**src/hw/rtl/rcf_pkg.sv**
```systemverilog
// Types and constants of the RGB 3x3 convolution filter.
// Depends on nothing; the filter modules and the testbench import it.
package rcf_pkg;

    localparam int KS         = 3;
    localparam int NTAPS      = KS * KS;
    localparam int MAX_HEIGHT = 4096;
    localparam int FIFO_DEPTH = 8;

    typedef logic [23:0] pixel_t;
    typedef logic [KS-1:0][KS-1:0][23:0] window_t;
    typedef logic [NTAPS-1:0][7:0] taps_t;
    typedef logic [NTAPS-1:0][15:0] weights_t;

    typedef enum logic [2:0] {
        CFG_IMAGE_WIDTH    = 3'd0,
        CFG_IMAGE_HEIGHT   = 3'd1,
        CFG_WEIGHTS_TOP    = 3'd2,
        CFG_WEIGHTS_MIDDLE = 3'd3,
        CFG_WEIGHTS_BOTTOM = 3'd4
    } cfg_index_t;

    typedef struct packed {
        logic       drain;
        logic [7:0] in_red;
        logic [7:0] in_green;
        logic [7:0] in_blue;
    } in_item_t;

    typedef struct packed {
        logic [7:0] out_red;
        logic [7:0] out_green;
        logic [7:0] out_blue;
        logic       frame_end;
    } out_item_t;

    typedef struct packed {
        logic [2:0]  index;
        logic [47:0] data;
    } cfg_item_t;

    // Request into the line store stage
    typedef struct packed {
        logic   valid;
        pixel_t pix;
    } line_req_t;

    // Per-item control carried alongside the datapath
    typedef struct packed {
        logic emit;
        logic interior;
        logic last;
    } tag_t;

endpackage

```
**src/hw/rtl/rcf_lane.sv**
```systemverilog
// One colour channel of the nine-tap weighted sum, two register stages.
// Depends on rcf_pkg.
module rcf_lane (
    input  logic              clk,
    input  rcf_pkg::taps_t    taps,
    input  rcf_pkg::weights_t weights,
    output logic [7:0]        result
);
    import rcf_pkg::*;

    logic signed [24:0] prod_reg  [NTAPS];
    logic signed [24:0] prod_next [NTAPS];
    logic signed [28:0] sum;
    logic [7:0]         result_reg;
    logic [7:0]         result_next;

    always_comb
    begin
        for (int i = 0; i < NTAPS; i++)
        begin
            prod_next[i] = $signed({1'b0, taps[i]}) * $signed(weights[i]);
        end
    end

    always_ff @(posedge clk)
    begin
        prod_reg <= prod_next;
    end

    // Round half up, then clamp to 0..255
    always_comb
    begin
        sum = 29'sd128;
        for (int i = 0; i < NTAPS; i++)
        begin
            sum = sum + 29'(prod_reg[i]);
        end
        if (sum[28])
        begin
            result_next = 8'd0;
        end
        else if (|sum[27:16])
        begin
            result_next = 8'd255;
        end
        else
        begin
            result_next = sum[15:8];
        end
    end

    always_ff @(posedge clk)
    begin
        result_reg <= result_next;
    end

    assign result = result_reg;

endmodule

```
**config.mk**
```make
export PLATFORM = sky130hd
export DESIGN_NAME = rcf_lane
export DESIGN_NICKNAME = d
export VERILOG_FILES = /design/src/hw/rtl/rcf_pkg.sv /design/src/hw/rtl/rcf_lane.sv
export SDC_FILE = /design/constraint.sdc
export NUM_CORES = 2
export LEC_CHECK = 0
export BUFFER_PORTS_ARGS = -buffer_cell sky130_fd_sc_hd__buf_2
export CAP_MARGIN = 20
export CORE_ASPECT_RATIO = 1.2
export CORE_MARGIN = 1
export CORE_UTILIZATION = 45
export CTS_CLUSTER_SIZE = 8
export DETAILED_ROUTE_END_ITERATION = 16
export GPL_ROUTABILITY_DRIVEN = 0
export PLACE_DENSITY_LB_ADDON = 0.05
export SETUP_SLACK_MARGIN = 0.05
export SLEW_MARGIN = 20
export SYNTH_ARGS = -nofsm -noshare
export SYNTH_HDL_FRONTEND = slang
export SYNTH_SLANG_ARGS = --single-unit
```
**constraint.sdc**
```tcl
create_clock -name clk -period 7.15 [get_ports clk]
set_input_delay 1.43 -clock clk [delete_from_list [all_inputs] [get_ports clk]]
set_output_delay 1.43 -clock clk [all_outputs]
set_load 0.02 [all_outputs]
```
Word-level counts from Yosys, hierarchy flattened

Index checks and enable logic that the tools add are counted.
Widths: inputs -> output; s select.

Bits in registers: 233
Input port bits: 217
Output and inout bits: 8
Word-level logic and storage cells: 30

Add/subtract/negate cells: 9
$mul: 9
Mux-type cells: 1
Reductions and logical operators: 1

Operator list:

| kind                  | count |
|---|---|
| $mul 9x16->25         | 9 |
| $add 29x25->29        | 5 |
| $add 28x25->29        | 1 |
| $add 27x25->28        | 1 |
| $add 26x25->27        | 1 |
| $add 9x25->26 const A | 1 |
| $reduce_or 12->1      | 1 |
| $mux 8                | 1 |

Logic depth before layout (Yosys ltp)

Depth in word-level cells: 11
Depth in mapped cells: 21
Mapped depth without buffers: 20

Worst setup path after synthesis

OpenSTA, ideal clock, no wires.

Path kind: input -> register
Start point: in taps[16] (netlist bit)
End point: reg prod_reg[173] (netlist bit)
Library setup time: 72 ps
Data arrival time: 6098 ps
Data required time: 7078 ps
Path slack: 979 ps
Stages: 17
Buffers on the path: 1
Cell sequence: clkbuf_1 > nand2_1 > fa_1 > fa_1 > fa_1 > fa_1 > inv_1 > ha_1 > nand2_1 > o211ai_1 > o31a_1 > a221o_1 > o41ai_1 > o21ai_0 > a221o_1 > a21oi_1 > xnor2_1

RTL lines:

| element                | line           | text |
|---|---|---|
| start: declaration     | rcf_lane.sv:5  | `input rcf_pkg::taps_t taps,` |
| end signal: assignment | rcf_lane.sv:27 | `prod_reg <= prod_next;` |
| end: declaration       | rcf_lane.sv:11 | `logic signed [24:0] prod_reg [NTAPS];` |

Final worst setup path

Start point: reg prod_reg[182] (netlist bit)
End point: reg result_reg[6] (netlist: result[6])

Cells in the longest elaborated chain, start to end: 10

RTL lines:

| element                       | line           | text |
|---|---|---|
| $add 26x25->27 *              | rcf_lane.sv:36 | `sum = sum + 29'(prod_reg[i]);` |
| $add 27x25->28 *              | rcf_lane.sv:36 |  |
| $add 28x25->29 *              | rcf_lane.sv:36 |  |
| $add 29x25->29 * (5 in a row) | rcf_lane.sv:36 |  |
| $reduce_or 12->1              | rcf_lane.sv:42 | `else if (\|sum[27:16])` |
| $mux 8                        | rcf_lane.sv:42 |  |
| end signal: assignment        | rcf_lane.sv:54 | `result_reg <= result_next;` |
| end: declaration              | rcf_lane.sv:14 | `logic [7:0] result_reg;` |

Every way passes the cells marked *; elsewhere a longest branch is shown, timed or not.
A chain may end at the register's enable or synchronous reset.

==> out/metrics.csv <==
metric,value,unit
kind of critical path,reg2reg,
Clock Sinks,233,
first-pass GRT wire length,208000,µm
clock latency on the worst-skew pair,540,ps
cts hold-fix bufs,0,
number of synthesized flops with an enable pin,0,
Syn Nets,7355,
Most Crowded Layer GR,met2,
vias in the first global route,38500,
CP max stage delay,690,ps
pin count of the biggest net entering global routing,17,
Critical Path Fanout Max,8,
Nets,7539,
Wirelength per Cell,17.3,µm
Starting Density,45.4,%
grt met3 use,1.59,%
hpwl dp,110000,µm
Worst-Margin Slew,565,ps
layout cell share with drive strength beyond 1,5.18,%
DR DRC count,0,
Synth Warn #,0,
CTS root buffer,clkbuf_16,
die width,310,µm
post-synthesis register bit count,233,
"CP delay by family, top",adder cells,
Die Footprint,115000,µm²
max FFs per register,225,
worst hold slack,1030,ps
fmax,164,MHz
Final Hold Fails,0,
Filler Cell Count,11100,
core region area,113000,µm²
Synth Instances,5543,
WP buf/inv,2,
Min-Delay Path Class,reg2reg,
total wire length,125000,µm
Ports,225,
Post-Syn Area per Cell,9.24,µm²
status,"complete, no violations",
Setup crit end kind,flip-flop,
drt via density,4.88,
area grow syn2layout,7.34,%
CTS buffer count,36,
Tot GR Track Use,23.1,%
Setup TNS Final,0,ps
Rows,135,
startpoint types,flip-flop,
Mapped Area,51200,µm²
Post-Place Cells,7196,
Worst EP required,7580,ps
WP data arrival,6510,ps
max_cap viols,0,
Port Buffers,224,
clk_skew,17.3,ps
post-layout instance count excluding filler cells,7244,
Critical Path Most Common Cell,fa_1,
post-synth cell types,74,
Final setup viols,0,
Post-CTS Setup Bufs,0,
gr ovfl total,0,
Synth Flop Type,dfxtp_1,
"Slew Viols, Final",0,
"Min Clock Period, post-route",6090,ps
Starting DRT DRC Count,1400,
CP max-delay cell,or4_1,
"Reg clk slew, reported paths",60,ps
initial antenna violation count,1,
RSZ-0062 raised after global routing,no,
Antenna Nets Post-Route,0,
Multi-input gate area,40900,µm²
post-CTS resize count,0,
Longest Clk Path Bufs,3,
Slew headroom,62.1,%
First-pass DRT Iterations,5,
TritonCTS clock tree,done,
Register Area,4660,µm²
met1 Use GR,30.3,%
vias,35300,
H-tree depth,2,
Tcrit/Tclk final,85.1,%
DIE HEIGHT,372,µm
ys async rst share,0,%
cells along the critical path,fa_1 -> fa_1 -> inv_1 -> fa_1 -> inv_1 -> fa_1 -> fa_1 -> ha_1 -> a2111oi_4 -> o41ai_2 -> a221oi_2 -> o31ai_2 -> a2111oi_2 -> o31ai_2 -> xnor2_1 -> or4_1 -> o21a_1,
sequential share of the synthesized area,9.10,%
grt met2 use,42.3,%
==> per-layer routing <==
layer / vias to the layer above / routed length, µm
li1: 16800 / -
met1: 18000 / 55100
met2: 421 / 65200
met3: 70 / 3000
met4: 0 / 1630
met5: - / 0
==> synthesized netlist by cell type (all sizes together) (6+ instances only) <==
cell | instances | area share, %
o21ai | 79 | 0.77
inv | 1426 | 10
a31oi | 20 | 0.24
nor2 | 127 | 0.93
nand2b | 14 | 0.17
nand4 | 13 | 0.16
and3 | 29 | 0.35
o31a | 8 | 0.14
nor2b | 22 | 0.27
a211o | 6 | 0.10
o211ai | 8 | 0.12
ha | 500 | 12
and2 | 731 | 8.9
nand2 | 510 | 3.7
mux2i | 8 | 0.16
o21a | 26 | 0.38
nor3 | 58 | 0.58
a21o | 32 | 0.47
a211oi | 20 | 0.30
xor2 | 50 | 0.85
o31ai | 7 | 0.12
a21oi | 136 | 1.3
dfxtp | 233 | 9.1
or3 | 24 | 0.30
nand3 | 45 | 0.44
or2 | 10 | 0.12
o21bai | 8 | 0.12
clkbuf | 78 | 0.57
fa | 1095 | 43
xnor2 | 145 | 2.5
o41ai | 7 | 0.13
==> stage by stage <==
| step | setup slack [ps] | utilization (%) | instance area, µm² |
|---|---|---|---|
| final | 1060 | 48.8 | 55000 |
| after global routing | 701 | 48.7 | 55000 |
| after detailed placement | 563 | 47.8 | 54000 |
| after global placement | 615 | 47.8 | 54000 |
| after CTS | 1040 | 48.7 | 55000 |
| after floorplan | 979 | - | 51200 |
==> worst paths after layout <==
kind,start,endpoint,slack [ps],depth (start not counted)
worst min register to register,prod_reg[207]$_DFF_P_,result[0]$_SDFF_PP0_,1030,4
worst min-delay path,prod_reg[207]$_DFF_P_,result[0]$_SDFF_PP0_,1030,4
worst max-delay path,prod_reg[182]$_DFF_P_,result[6]$_SDFF_PP0_,1060,17
worst max register to register,prod_reg[182]$_DFF_P_,result[6]$_SDFF_PP0_,1060,17
==> cell type report <==
cell class,instances,share of cell area (%)
Inverter,1426,9.73
Tap cell,1507,3.43
Multi-Input combinational cell,3805,74.4
Antenna cell,1,0.00455
Sequential cell,233,8.48
Clock buffer,44,1.81
Clock inverter,3,0.0933
Timing Repair Buffer,225,2.05
==> kinds of logic after synthesis <==
logic type	share of synthesized area, %
AND/OR/NAND/NOR	16.3
adder cells (fa/ha/maj)	55.0
buffers and inverters	11.0
AO/OA/AOI/OAI	5.09
flip-flops	9.10
XOR/XNOR	3.33
multiplexers	0.156
==> worst register-to-register path, cell delays in order, from the launching register on <==
cell and delay (ps):
dfxtp_1 430, fa_1 480, fa_1 520, inv_1 60
fa_1 530, inv_1 60, fa_1 500, fa_1 420
ha_1 260, a2111oi_4 220, o41ai_2 180, a221oi_2 430
o31ai_2 170, a2111oi_2 470, o31ai_2 160, xnor2_1 140
or4_1 690, o21a_1 250
==> layout by cell type (no fill, tap or decap), types with 23 or more instances in the layout <==
cell type,instances
a21o_1,32
a21oi_1,135
and2_1,731
and3_1,29
buf_2,224
clkbuf_16,38
dfxtp_1,233
fa_1,1095
ha_1,500
inv_1,1425
nand2_1,510
nand3_1,45
nor2_1,127
nor3_1,57
o21a_1,25
o21ai_0,79
or3_1,23
xnor2_1,145
xor2_1,50
Power is not shown: default switching activity piles up to over one toggle a cycle in this logic, so the estimate is an artifact.
