## src/hw/rtl/rcf_pkg.sv

```systemverilog
// Types and constants of the RGB 3x3 convolution filter.
// Depends on nothing; the filter modules and the testbench import it.
package rcf_pkg;

    localparam int KS         = 3;
    localparam int NTAPS      = KS * KS;
    localparam int MAX_HEIGHT = 4096;
    localparam int FIFO_DEPTH = 8;

    typedef logic [23:0] pixel_t;
    typedef logic [KS-1:0][KS-1:0][23:0] window_t;
    typedef logic [NTAPS-1:0][7:0] taps_t;
    typedef logic [NTAPS-1:0][15:0] weights_t;

    typedef enum logic [2:0] {
        CFG_IMAGE_WIDTH    = 3'd0,
        CFG_IMAGE_HEIGHT   = 3'd1,
        CFG_WEIGHTS_TOP    = 3'd2,
        CFG_WEIGHTS_MIDDLE = 3'd3,
        CFG_WEIGHTS_BOTTOM = 3'd4
    } cfg_index_t;

    typedef struct packed {
        logic       drain;
        logic [7:0] in_red;
        logic [7:0] in_green;
        logic [7:0] in_blue;
    } in_item_t;

    typedef struct packed {
        logic [7:0] out_red;
        logic [7:0] out_green;
        logic [7:0] out_blue;
        logic       frame_end;
    } out_item_t;

    typedef struct packed {
        logic [2:0]  index;
        logic [47:0] data;
    } cfg_item_t;

    // Request into the line store stage
    typedef struct packed {
        logic   valid;
        pixel_t pix;
    } line_req_t;

    // Per-item control carried alongside the datapath
    typedef struct packed {
        logic emit;
        logic interior;
        logic last;
    } tag_t;

endpackage

```

## src/hw/rtl/rcf_stream_if.sv

```systemverilog
// Valid/ready channel used for pixels in, results out and configuration.
// Depends on nothing; payload type set per instance.
interface rcf_stream_if #(parameter type payload_t = logic);
    logic     valid;
    logic     ready;
    payload_t payload;

    modport source (output valid, output payload, input ready);
    modport sink (input valid, input payload, output ready);
endinterface

```

## src/hw/rtl/rcf_out_fifo.sv

```systemverilog
// Result queue that decouples the pipeline from the output handshake.
// Depends on rcf_pkg and rcf_stream_if.
module rcf_out_fifo (
    input  logic                                     clk,
    input  logic                                     rst_n,
    input  logic                                     push,
    input  rcf_pkg::out_item_t                       push_data,
    output logic [$clog2(rcf_pkg::FIFO_DEPTH+1)-1:0] count,
    rcf_stream_if.source                             pix_out
);
    import rcf_pkg::*;

    localparam int PW = $clog2(FIFO_DEPTH);
    localparam int CW = $clog2(FIFO_DEPTH + 1);

    out_item_t     mem [FIFO_DEPTH];
    logic [PW-1:0] wr_ptr_reg;
    logic [PW-1:0] rd_ptr_reg;
    logic [CW-1:0] count_reg;
    logic          pop;

    assign pop             = pix_out.valid && pix_out.ready;
    assign pix_out.valid   = count_reg != '0;
    assign pix_out.payload = mem[rd_ptr_reg];
    assign count           = count_reg;

    always_ff @(posedge clk)
    begin
        if (push)
        begin
            mem[wr_ptr_reg] <= push_data;
        end
    end

    always_ff @(posedge clk or negedge rst_n)
    begin
        if (!rst_n)
        begin
            wr_ptr_reg <= '0;
            rd_ptr_reg <= '0;
            count_reg  <= '0;
        end
        else
        begin
            if (push)
            begin
                wr_ptr_reg <= (wr_ptr_reg == PW'(FIFO_DEPTH - 1)) ? '0 : wr_ptr_reg + 1'b1;
            end
            if (pop)
            begin
                rd_ptr_reg <= (rd_ptr_reg == PW'(FIFO_DEPTH - 1)) ? '0 : rd_ptr_reg + 1'b1;
            end
            if (push && !pop)
            begin
                count_reg <= count_reg + 1'b1;
            end
            else if (pop && !push)
            begin
                count_reg <= count_reg - 1'b1;
            end
        end
    end

endmodule

```

## src/flat_wrapper.sv

```systemverilog
// flat-port wrapper written by rule: the top's interface ports become plain ports
module rcf_out_fifo_flat import rcf_pkg::*;
  (clk, rst_n, push, push_data, count, pix_out_valid, pix_out_payload, pix_out_ready);
  rcf_stream_if pix_out_i ();
  input  logic clk;
  input  logic rst_n;
  input  logic push;
  input  rcf_pkg::out_item_t push_data;
  output logic [$clog2(rcf_pkg::FIFO_DEPTH+1)-1:0] count;
  output wire logic [$bits(pix_out_i.valid)-1:0] pix_out_valid;
  output wire logic [$bits(pix_out_i.payload)-1:0] pix_out_payload;
  input wire logic [$bits(pix_out_i.ready)-1:0] pix_out_ready;
  assign pix_out_valid = pix_out_i.valid;
  assign pix_out_payload = pix_out_i.payload;
  assign pix_out_i.ready = pix_out_ready;
  rcf_out_fifo u_core (.clk(clk), .rst_n(rst_n), .push(push), .push_data(push_data), .count(count), .pix_out(pix_out_i));
endmodule
```

## config.mk

```make
export PLATFORM = sky130hd
export DESIGN_NAME = rcf_out_fifo_flat
export DESIGN_NICKNAME = d
export VERILOG_FILES = /design/src/hw/rtl/rcf_pkg.sv /design/src/hw/rtl/rcf_stream_if.sv /design/src/hw/rtl/rcf_out_fifo.sv /design/src/flat_wrapper.sv
export SDC_FILE = /design/constraint.sdc
export NUM_CORES = 1
export LEC_CHECK = 0
export BUFFER_PORTS_ARGS = -buffer_cell sky130_fd_sc_hd__buf_4
export CORE_MARGIN = 1
export CORE_UTILIZATION = 54
export CTS_BUF_LIST = sky130_fd_sc_hd__clkbuf_4 sky130_fd_sc_hd__clkbuf_8
export CTS_CLUSTER_SIZE = 40
export DETAILED_ROUTE_END_ITERATION = 8
export GPL_TIMING_DRIVEN = 0
export PLACE_DENSITY = 0.86
export SLEW_MARGIN = 10
export SYNTH_ARGS = -nofsm -noshare
export SYNTH_HDL_FRONTEND = slang
export SYNTH_SLANG_ARGS = --single-unit
```

## constraint.sdc

```tcl
create_clock -name clk -period 7.95 [get_ports clk]
set_input_delay 1.59 -clock clk [delete_from_list [all_inputs] [get_ports clk]]
set_output_delay 1.59 -clock clk [all_outputs]
set_load 0.01 [all_outputs]
```

Word level (Yosys, flattened, before mapping):

Memories as Yosys holds them, arrays and structs flattened.
Index checks and enable logic that the tools add are counted.

* flip-flop bits (word level): 10
* bits in writable memories: 200
* memories: 1

Memory list
* u_core.mem: depth 8, width 25, read ports 1, clocked after memory_dff 0, wr ports 1, RTL line rcf_out_fifo.sv:16 `out_item_t mem [FIFO_DEPTH];`

* $add $sub $neg: 4
* eq/ne operators: 2
* muxes and demuxes: 6
* reduce and logical (&&, ||, !) cells: 7

Operators by type and width (count)
* $mux W4: 2
* $add A3 B1 Y3 const B: 2
* $eq A3 B3 Y1 const B: 2
* $mux W3: 2
* $add A4 B1 Y4 const B: 1
* $reduce_bool A4 Y1: 1
* $sub A4 B1 Y4 const B: 1
* $logic_and A1 B1 Y1: 3
* $logic_not A1 Y1: 2
* $mux W1: 2
* $reduce_bool A2 Y1: 1

Longest topological paths before layout:

Gate-level depths: netlist of the first run.

* depth in word-level cells: 5
* depth in mapped cells: 7
* mapped depth without buffers: 7

Worst setup path after synthesis of the first run:

No wires, ideal clock.

* path kind: input to register
* start: in pix_out_ready
* end: reg u_core.count_reg[3], in the netlist u_core.count[3]
* library setup time: 0.131 ns
* arrival: 3.084 ns
* data required time: 7.819 ns
* slack: 4.735 ns
* stages on the path: 7
* path buffers: 0
* path through: o41ai_4 -> ha_1 -> inv_1 -> ha_1 -> or4_1 -> o211ai_1 -> o211ai_1

* word-level cells in the longest chain between the ends: 4

RTL lines
* from (decl): RTL line flat_wrapper.sv:12 `input wire logic [$bits(pix_out_i.ready)-1:0] pix_out_ready;`
* $logic_and A1 B1 Y1 (*): RTL line rcf_out_fifo.sv:22 `assign pop = pix_out.valid && pix_out.ready;`
* $logic_not A1 Y1: RTL line rcf_out_fifo.sv:53 `if (push && !pop)`
* $logic_and A1 B1 Y1: RTL line rcf_out_fifo.sv:53
* $mux W4 or $reduce_bool A2 Y1 (tied branches)
* to (signal assigned): RTL line rcf_out_fifo.sv:55 `count_reg <= count_reg + 1'b1;`
* to (signal assigned): RTL line rcf_out_fifo.sv:59 `count_reg <= count_reg - 1'b1;`
* to (decl): RTL line rcf_out_fifo.sv:19 `logic [CW-1:0] count_reg;`

Every way passes the cells marked *; elsewhere a longest branch is shown, timed or not.
A chain may end at the register's enable or synchronous reset.

Worst setup path in the final report of the first run:

* start: reg u_core.rd_ptr_reg[0]
* end: out pix_out_payload

* word-level cells in the longest chain between the ends: 1

RTL lines
* from (decl): RTL line rcf_out_fifo.sv:18 `logic [PW-1:0] rd_ptr_reg;`
* from (signal assigned): RTL line rcf_out_fifo.sv:51 `rd_ptr_reg <= (rd_ptr_reg == PW'(FIFO_DEPTH - 1)) ? '0 : rd_ptr_reg + 1'b1;`
* $mem_v2 Z8 W25
* to (decl): RTL line flat_wrapper.sv:11 `output wire logic [$bits(pix_out_i.payload)-1:0] pix_out_payload;`

No other way between the ends.

==> results by group, run 1 <==
Job
  – Maxcap violations: 0

Final layout
  – Synth-to-Final Area Change: 13.6%
  – Inserted Diodes: 0
  – Layout cells sized above 1: approximately a quarter
  – Max reg flops: 8
  – Final #Nets: between 100 and 150

Pwr
  – Seq pwr share: a little over two fifths
  – Net Sw Power: between 0.00015 and 0.0002 W
  – Comb power frac: between 40% and 50%
  – Post-layout power: approximately 0.00039 W
  – Sw Ratio: between 30% and 40%
  – Internal power: 0.000244 W
  – P per Cell Area: around 360 nW/µm²
  – Pleak: ~0.44 nW
  – Maximum VDD drop: 0.225 mV
  – Clk pwr share: a little under an eighth

Floorplan
  – Chip Width: roughly 44 µm
  – Io pins: 35
  – Rows: 14
  – Initial core utilization: about three fifths
  – Die Span Y: between 40 and 50 µm
  – Die Area: approximately 2000 µm²
  – Core area: around 1600 µm²

STA
  – RSZ-0062 raised after global routing: no
  – Fin Setup TNS: 0 ns
  – # setup viols final: 0
  – Max transition margin: ~70%
  – WHS: 0.565 ns
  – Final-report hold violation count: 0
  – Setup Skew: roughly 0.0023 ns
  – Worst-Margin Slew: 0.461 ns
  – FMAX: around 300 MHz
  – Crit path time final: roughly 3.3 ns
  – Fin. max-slew vios: 0
  – Fin crit share: a little over 40%

Drt
  – Initial DRT Pass Iterations: 6
  – DR vias: 629
  – DR WL met3: 56 µm
  – Residual DRC: 0
  – Final wirelength: between 1500 and 2000 µm
  – Met1 wire length: around 670 µm
  – Uppermost routed layer: met4
  – Met2 routed wirelength: between 800 and 900 µm
  – Remaining antenna violation count: 0
  – DRT iter0 DRCs: 7
  – Post-DR vias/cell: between 5 and 6
  – Avg WL per Cell: around 15 µm

Clocking
  – Reg clk slew, reported paths: 0.10 ns
  – Clk Latency, worst-skew pair: 0.29 ns
  – CTS Root Cell: clkbuf_4
  – Clk buf depth: 2
  – Hold-fix buffers at CTS: 0
  – CTS tree: done
  – CTS Buf Count: 3
  – Cts repair resizes: 0
  – TritonCTS Sinks: 18
  – # Post-CTS Setup Buffers: 0
  – H-Tree Depth: 1

Synth
  – Synth Area in Simple Gates: between 10 and 15%
  – Yosys reg bits: 18
  – Seq/Total Area, Yosys: just over 50%
  – Post-Syn Area: between 900 and 1000 µm²
  – XOR/XNOR Fraction of Synth Area: 1.82%
  – Distinct cells, synth: 26
  – Synth Area in Adders: ~11%
  – Avg Inst Size Synth: around 13 µm²
  – Mux cell area share after synthesis: between 10% and 20%
  – Largest family of logic cells by synthesized area: simple AND/OR/NAND/NOR gates
  – Synth Area in Compound Gates: 8.57%
  – Yosys warnings: 0
  – Syn nets: roughly 110
  – Synth Instances: between 70 and 80

Critical path
  – Req. time, crit path: approximately 6.4 ns
  – Worst R2R Path Depth: 7
  – Startpoint Class: register
  – Nature of the critical path endpoint: output port
  – Worst Setup Path Type: register to output port
  – CP Max Fanout: 5
  – Critical Path AT: ~1.7 ns

Hold path
  – Hold Path Class: register to register
  – Cells on Worst Hold Path: 1

Place
  – Routability cong.: roughly 0.85
  – I/O Buffers: 10
  – Post-DP HPWL: around 1300 µm

Global routing
  – Global Route Usage Sum: between 20% and 30%
  – First-pass GRT wire length: around 2800 µm
  – Number of global-route vias before repair: ~650
  – Initial antenna violation count: 0
  – Total grt overflow: 0
  – Largest net degree at the start of global routing: 11

Run status
  – Status: finished, final reports clean
## power groups by stage
stage	clock [W]	sequential (W)	combinational, W
after detailed placement	0	0.000176	0.000177
final	0.0000447	0.000173	0.000177
after global routing	0.0000498	0.000179	0.000197
after floorplan	0	0.000170	0.000121
after global placement	0	0.000173	0.000165
after CTS	0.0000459	0.000174	0.000179
## worst paths after layout
path / endpoint / start / slack (ns)
worst min register to register: u_core.wr_ptr_reg[1] / u_core.wr_ptr_reg[1] / 0.56
worst min-delay path: u_core.wr_ptr_reg[1] / u_core.wr_ptr_reg[1] / 0.56
worst max-delay path: pix_out_payload / u_core.rd_ptr_reg[0] / 4.67
max in group asynchronous: u_core.wr_ptr_reg[1] / rst_n / 6.70
min in group asynchronous: u_core.count[0] / rst_n / 1.11
worst max register to register: u_core.count[3] / u_core.count[0] / 5.14
## cell families after synthesis
family,Yosys count
and+or+nand+nor,26
DFF,18
AOI/OAI and AO/OA,9
muxes,9
adders and majority gates,8
xor gates and xnor gates,2
buffers and inverters,2
## metrics by stage
stage	instance area (µm²)	cells	util (%)	worst slack [ns]
after global routing	1090	112	68.7	4.58
after detailed placement	1070	108	67.0	4.42
after global placement	1070	108	67.0	4.47
after floorplan	963	74	-	4.74
after CTS	1090	112	68.7	4.64
final	1090	112	68.7	4.67
## cells in the mapped netlist, drive strengths merged
cell type  instances  area share [%]
a2111o             1             1.2
a21o               1            0.91
a21oi              2             1.0
clkbuf             1            0.39
dfrtp             10              26
edfxtp             8              25
fa                 1             2.1
ha                 7             9.1
inv                1            0.39
mux2               5             6.2
mux2i              2             2.1
mux4               2             4.7
nand2              5             1.9
nand2b             5             3.2
nand3              2             1.0
nand3b             1            0.78
nor2               6             2.3
nor3               4             2.1
o211ai             2             1.6
o21ai              2             1.0
o41ai              1             2.9
or3                1            0.65
or4                2             1.7
xnor2              2             1.8
## layer usage
metal,track usage [%],up-vias
li1,-,310
met1,23.5,295
met2,34.1,16
met3,7.35,8
met4,12.1,0
met5,0,-
## layout by cell type, fill, tap and decap left out, types with 2 or more instances in the layout
cell type  count
a21oi_1        2
buf_4         10
clkbuf_4       3
dfrtp_1       10
edfxtp_1       8
ha_1           7
mux2_2         4
mux2i_1        2
mux4_2         2
nand2_1        5
nand2b_1       5
nand3_1        2
nor2_1         6
nor3_1         4
o211ai_1       2
o21ai_0        2
xnor2_1        2
## layout make-up
| cell class | instances | area (µm²) |
|---|---|---|
| Timing Repair Buffer | 10 | 75.1 |
| Clock buffer | 3 | 22.5 |
| Sequential cell | 18 | 490 |
| Fill cell | 133 | 499 |
| Tap cell | 24 | 30.0 |
| Inverter | 1 | 3.75 |
| Buffer | 1 | 3.75 |
| Clock inverter | 1 | 3.75 |
| Multi-Input combinational cell | 54 | 465 |
## critical path: stages (launching register included)
cell and delay [ns]:
dfrtp_1 0.48, mux4_2 0.52, mux2_2 0.27, buf_4 0.14
No activity file was read; power rests on OpenSTA's default activity.
==> run 2, diff against run 1 <==
Settings changed: CORE_UTILIZATION 54 to 45, PLACE_DENSITY 0.86 to 0.77.
Clock period 7.95 ns to 2.8 ns, I/O delays scaled along.
==> run 2 against run 1 <==
Compared with the run above:
- global-route usage decreased by 5.8 points
- via count decreased by 1.6%
- clock power increased to 3.2 times the previous value
- combinational power increased to 2.8 times the previous value
- sequential cell count unchanged
- count of clock-buffer cells in the layout increased by 1
- hold slack got worse by 0.49 ns
- clock skew increased by 0.0024 ns
- critical path depth increased by 4
- design area increased by 1.4%
- worst setup slack got worse by 4.4 ns
- critical endpoint is now u_core.count[3]
- largest power group is now registers
==> results by group, run 2 (synthesis results as in run 1) <==
Pwr
  – P per Cell Area: 1010 nW/µm² (was 360 nW/µm²)
  – Pleak: 0.450 nW (was 0.442 nW)
  – Maximum VDD drop: 0.513 mV (was 0.225 mV)

Critical path
  – Nature of the critical path endpoint: register (was output port)
  – CP Max Fanout: 6 (was 5)
  – Worst R2R Path Depth: 7 (unchanged)
  – Req. time, crit path: 2.97 ns (was 6.36 ns)
  – Worst Setup Path Type: register to register (was register to output port)
  – Critical Path AT: 2.71 ns (was 1.69 ns)
  – Startpoint Class: register (unchanged)

Final layout
  – Commonest non-fill, non-tap cell in the layout: buf_4
  – Layout cells sized above 1: 28.1% (was 26.1%)
  – Synth-to-Final Area Change: 15.2% (was 13.6%)
  – Inserted Diodes: 0 (unchanged)
  – Max reg flops: 8 (unchanged)
  – Fin cells: 116 (was 112)
  – Most frequent cells in the layout: buf_4 (11), dfrtp_1 (10), edfxtp_1 (8) (was buf_4 (10), dfrtp_1 (10), edfxtp_1 (8))
  – Final #Nets: 127 (was 126)

Job
  – Maxcap violations: 0 (unchanged)

Drt
  – Avg WL per Cell: 12.4 µm (was 14.8 µm)
  – Residual DRC: 0 (unchanged)
  – Post-DR vias/cell: 5.34 (was 5.62)
  – DRT iter0 DRCs: 5 (was 7)
  – Remaining antenna violation count: 0 (unchanged)
  – DR vias: 619 (was 629)
  – Final wirelength: 1440 µm (was 1660 µm)
  – Initial DRT Pass Iterations: 5 (was 6)

Global routing
  – Number of global-route vias before repair: 551 (was 645)
  – Total grt overflow: 0 (unchanged)
  – Global Route Usage Sum: 15.0% (was 20.8%)
  – Initial antenna violation count: 0 (unchanged)
  – Largest net degree at the start of global routing: 11 (unchanged)
  – First-pass GRT wire length: 2380 µm (was 2780 µm)

Clocking
  – Hold-fix buffers at CTS: 0 (unchanged)
  – CTS tree: done (unchanged)
  – CTS Buf Count: 3 (unchanged)
  – H-Tree Depth: 1 (unchanged)
  – Reg clk slew, reported paths: 0.10 ns (about the same)
  – Cts repair resizes: 0 (unchanged)
  – Clk buf depth: 2 (unchanged)
  – CTS Root Cell: clkbuf_4 (unchanged)
  – Clk Latency, worst-skew pair: 0.29 ns (about the same)
  – TritonCTS Sinks: 18 (unchanged)

STA
  – Final-report hold violation count: 0 (unchanged)
  – Fin crit share: 90.6%
  – Setup Skew: 0.00470 ns (was 0.00226 ns)
  – Fin Setup TNS: 0 ns (unchanged)
  – Max transition margin: 73.2% (was 69.1%)
  – # setup viols final: 0 (unchanged)
  – FMAX: about 390 MHz
  – Fin. max-slew vios: 0 (unchanged)
  – Worst-Margin Slew: 0.402 ns (was 0.461 ns)
  – Crit path time final: around 2.5 ns
  – RSZ-0062 raised after global routing: no (unchanged)

Place
  – Post-DP HPWL: 1110 µm (was 1260 µm)
  – Routability cong.: 0.765 (was 0.848)
  – I/O Buffers: 10 (unchanged)
  – Post-Place Cells: 111 (was 108)

Floorplan
  – Die Area: 2330 µm² (was 1960 µm²)
  – Chip Width: 48.3 µm (was 44.2 µm)
  – Rows: 16 (was 14)
  – Core area: 1980 µm² (was 1590 µm²)
  – Die Span Y: 48.3 µm (was 44.2 µm)
  – Io pins: 35 (unchanged)
  – Initial core utilization: 48.6% (was 60.4%)

Hold path
  – Hold Path Class: primary input to async pin (was register to register)

Run status
  – Status: finished, final reports clean (unchanged)
## run 2: changes by cell type in the layout (fill, tap and decap cells not counted)
cell / delta
buf_4: +1
clkbuf_4: +1
clkinv_1: -1
## run 2: worst max-delay path, cell delays in order (launching register included)
cell      delay (ns)
dfrtp_1         0.46
o41ai_4         0.40
ha_1            0.30
inv_1           0.12
ha_1            0.36
or4_1           0.55
o211ai_1        0.11
o211ai_1        0.11
## run 2: layout make-up
cell class	instances	area, µm²
multi-input combinational	54	465
timing repair buffer	11	82.6
clock buffer	4	30.0
sequential	18	490
fill	175	872
inverter	1	3.75
tap	27	33.8
buffer	1	3.75
## run 2: power by group
part | total [W] | internal (W) | switching [W]
Sequential | 0.000490 | 0.000363 | 0.000128
Clock | 0.000143 | 0.0000650 | 0.0000777
Combinational | 0.000487 | 0.000281 | 0.000206
Total | 0.00112 | 0.000709 | 0.000411
## run 2: worst paths after layout
check                      slack, ns                    to            startpoint
setup / recovery                0.26       u_core.count[3]       u_core.count[2]
hold / removal                  0.08  u_core.wr_ptr_reg[0]                 rst_n
setup reg to reg                0.26       u_core.count[3]       u_core.count[2]
hold reg to reg                 0.57  u_core.wr_ptr_reg[1]  u_core.wr_ptr_reg[1]
max in group asynchronous       2.58  u_core.rd_ptr_reg[1]                 rst_n
min in group clk                0.50  u_core.wr_ptr_reg[0]                  push
## run 2: through the flow
step	cell area, µm²	worst slack [ns]	total power, W	util [%]	hold WS, ns
2_1_floorplan	963	0.255	0.000826	-	0.264
3_3_place_gp	1070	0.0730	0.000958	54.1	0.394
3_5_place_dp	1070	0.0211	0.000982	54.1	0.397
4_1_cts	1100	0.00701	0.00113	55.6	0.0719
5_1_grt	1110	0.114	0.00121	56.0	0.0763
6_report	1110	0.262	0.00112	56.0	0.0768
## run 2: timing repair
| item | CTS | global route |
|---|---|---|
| buffers inserted | 0 | 1 |
| setup endpoints to repair | 0 | 1 |
| hold endpoints to repair | 0 | 0 |
## run 2: layer usage
layer	global-route usage [%]	vias up	wire, µm
li1	-	308	-
met1	19.5	300	667
met2	24.0	9	725
met3	5.56	2	47
met4	3.33	0	4
met5	0	-	0
==> run 3, diff against run 2 <==
Settings changed: REMOVE_ABC_BUFFERS from default to 1.
==> run 3 against run 2 <==
Compared with the run above:
- clock power increased by 13%
- sequential power about the same
- wire length fell by 4.4%
- sequential share of layout area fell by 0.10 points
- maximum frequency hardly changed
- largest power group unchanged
==> results by group, run 3 (synthesis results as in run 1) <==
Run status
  – Status: finished, final reports clean (unchanged)

Final layout
  – Synth-to-Final Area Change: 15.5% (was 15.2%)
  – Commonest non-fill, non-tap cell in the layout: buf_4 (unchanged)
  – Max reg flops: 8 (unchanged)
  – Most frequent cells in the layout: buf_4 (11), dfrtp_1 (10), edfxtp_1 (8) (unchanged)
  – Layout cells sized above 1: 28.4% (was 28.1%)
  – Fin cells: 115 (was 116)
  – Final #Nets: 126 (was 127)
  – Inserted Diodes: 0 (unchanged)

Floorplan
  – Rows: 16 (unchanged)
  – Die Area: 2330 µm² (unchanged)
  – Core area: 1980 µm² (unchanged)
  – Die Span Y: 48.3 µm (unchanged)
  – Io pins: 35 (unchanged)
  – Initial core utilization: 48.6% (unchanged)
  – Chip Width: 48.3 µm (unchanged)

Global routing
  – GRT busiest layer: met2 (unchanged)
  – Total grt overflow: 0 (unchanged)
  – GR met3 Demand/Resource: 5.56% (unchanged)
  – Number of global-route vias before repair: 501 (was 551)
  – M1 GR Usage: 17.2% (was 19.5%)
  – Largest net degree at the start of global routing: 11 (unchanged)
  – Met2 Track Usage GR: 21.6% (was 24.0%)
  – First-pass GRT wire length: 2150 µm (was 2380 µm)
  – Global Route Usage Sum: 14.0% (was 15.0%)
  – Initial antenna violation count: 0 (unchanged)

Place
  – Post-DP HPWL: 1050 µm (was 1110 µm)
  – Routability cong.: 0.771 (was 0.765)
  – I/O Buffers: 10 (unchanged)
  – Post-Place Cells: 110 (was 111)

Drt
  – Residual DRC: 0 (unchanged)
  – Final wirelength: 1380 µm (was 1440 µm)
  – Post-DR vias/cell: 5.25 (was 5.34)
  – Remaining antenna violation count: 0 (unchanged)
  – Initial DRT Pass Iterations: 4 (was 5)
  – DRT iter0 DRCs: 9 (was 5)
  – Avg WL per Cell: 12.0 µm (was 12.4 µm)
  – DR vias: 604 (was 619)

Pwr
  – Post-layout power: 0.00114 W (was 0.00112 W)
  – P per Cell Area: 1020 nW/µm² (was 1010 nW/µm²)
  – Pleak: 0.451 nW (was 0.450 nW)
  – Maximum VDD drop: 0.516 mV (was 0.513 mV)

Critical path
  – Worst Setup Path Type: register to register (unchanged)
  – Startpoint Class: register (unchanged)
  – CP Max Fanout: 6 (unchanged)
  – Nature of the critical path endpoint: register (unchanged)
  – Flop2flop setup slack: 0.26 ns (about the same)
  – Critical Path AT: 2.72 ns (was 2.71 ns)
  – Req. time, crit path: 2.98 ns (was 2.97 ns)

STA
  – Fin Setup TNS: 0 ns (unchanged)
  – WHS: 0.0649 ns (was 0.0768 ns)
  – Fin. max-slew vios: 0 (unchanged)
  – Final-report hold violation count: 0 (unchanged)
  – Setup Skew: 0.00100 ns (was 0.00470 ns)
  – Fin crit share: 90.6% (about the same)
  – Crit path time final: 2.54 ns (about the same)
  – FMAX: 394 MHz (about the same)
  – Max transition margin: 78.5% (was 73.2%)
  – RSZ-0062 raised after global routing: no (unchanged)
  – Worst-Margin Slew: 0.322 ns (was 0.402 ns)
  – # setup viols final: 0 (unchanged)

Clocking
  – CTS Root Cell: clkbuf_4 (unchanged)
  – Clk Latency, worst-skew pair: 0.30 ns (was 0.29 ns)
  – Clk buf depth: 2 (unchanged)
  – TritonCTS Sinks: 18 (unchanged)
  – H-Tree Depth: 1 (unchanged)
  – CTS tree: done (unchanged)
  – Reg clk slew, reported paths: 0.10 ns (about the same)
  – CTS Buf Count: 3 (unchanged)

Job
  – Maxcap violations: 0 (unchanged)

Hold path
  – Hold Path Class: primary input to async pin (unchanged)
run 3: cell count changes in the layout (fill, tap and decap cells not counted):
cell / previous run / this run
clkbuf_1: 1 / 0
clkbuf_4: 4 / 3
clkbuf_8: 0 / 1
run 3: final timing paths:
kind | startpoint | end | cells past startpoint
hold / removal | rst_n | u_core.rd_ptr_reg[1] | 1
setup reg to reg | u_core.count[2] | u_core.count[3] | 7
hold reg to reg | u_core.wr_ptr_reg[1] | u_core.wr_ptr_reg[1] | 1
max in group asynchronous | rst_n | u_core.wr_ptr_reg[1] | 1
setup / recovery | u_core.count[2] | u_core.count[3] | 7
min in group clk | push_data[0] | u_core.mem[4][0] | 1
run 3: area by class of cell:
cell class | instances | area [µm²]
fill | 164 | 870
clock buffer | 4 | 36.3
timing repair buffer | 11 | 82.6
inverter | 1 | 3.75
sequential | 18 | 490
tap | 27 | 33.8
multi-input combinational | 54 | 465
run 3: per-layer routing:
| metal | up-vias | part of all wire, % | wire, µm |
|---|---|---|---|
| li1 | 310 | - | - |
| met1 | 283 | 47 | 645 |
| met2 | 9 | 49 | 683 |
| met3 | 2 | 3.0 | 41 |
| met4 | 0 | 0.72 | 10 |
| met5 | - | 0 | 0 |
run 3: where the power goes:
group	total, W	switching, W	internal [W]
Sequential	0.000489	0.000127	0.000363
Clock	0.000162	0.0000823	0.0000794
Combinational	0.000486	0.000204	0.000283
Total	0.00114	0.000413	0.000725
run 3: repair_timing:
action,4_1_cts,5_1_grt
gates resized for setup,0,0
setup endpoints to repair,0,1
hold buffers,0,0
buffers inserted,0,1
run 3: through the flow:
step	instance area, µm²	utilization (%)	setup WS, ns
after global placement	1070	53.9	0.0709
after global routing	1110	56.1	0.112
after floorplan	960	-	0.255
after detailed placement	1070	53.9	0.0289
final	1110	56.1	0.262
after CTS	1100	55.7	0.00788
run 3: critical path: stages (launching register included):
cell	delay [ns]
dfrtp_1	0.47
o41ai_4	0.40
ha_1	0.30
inv_1	0.13
ha_1	0.36
or4_1	0.54
o211ai_1	0.11
o211ai_1	0.11
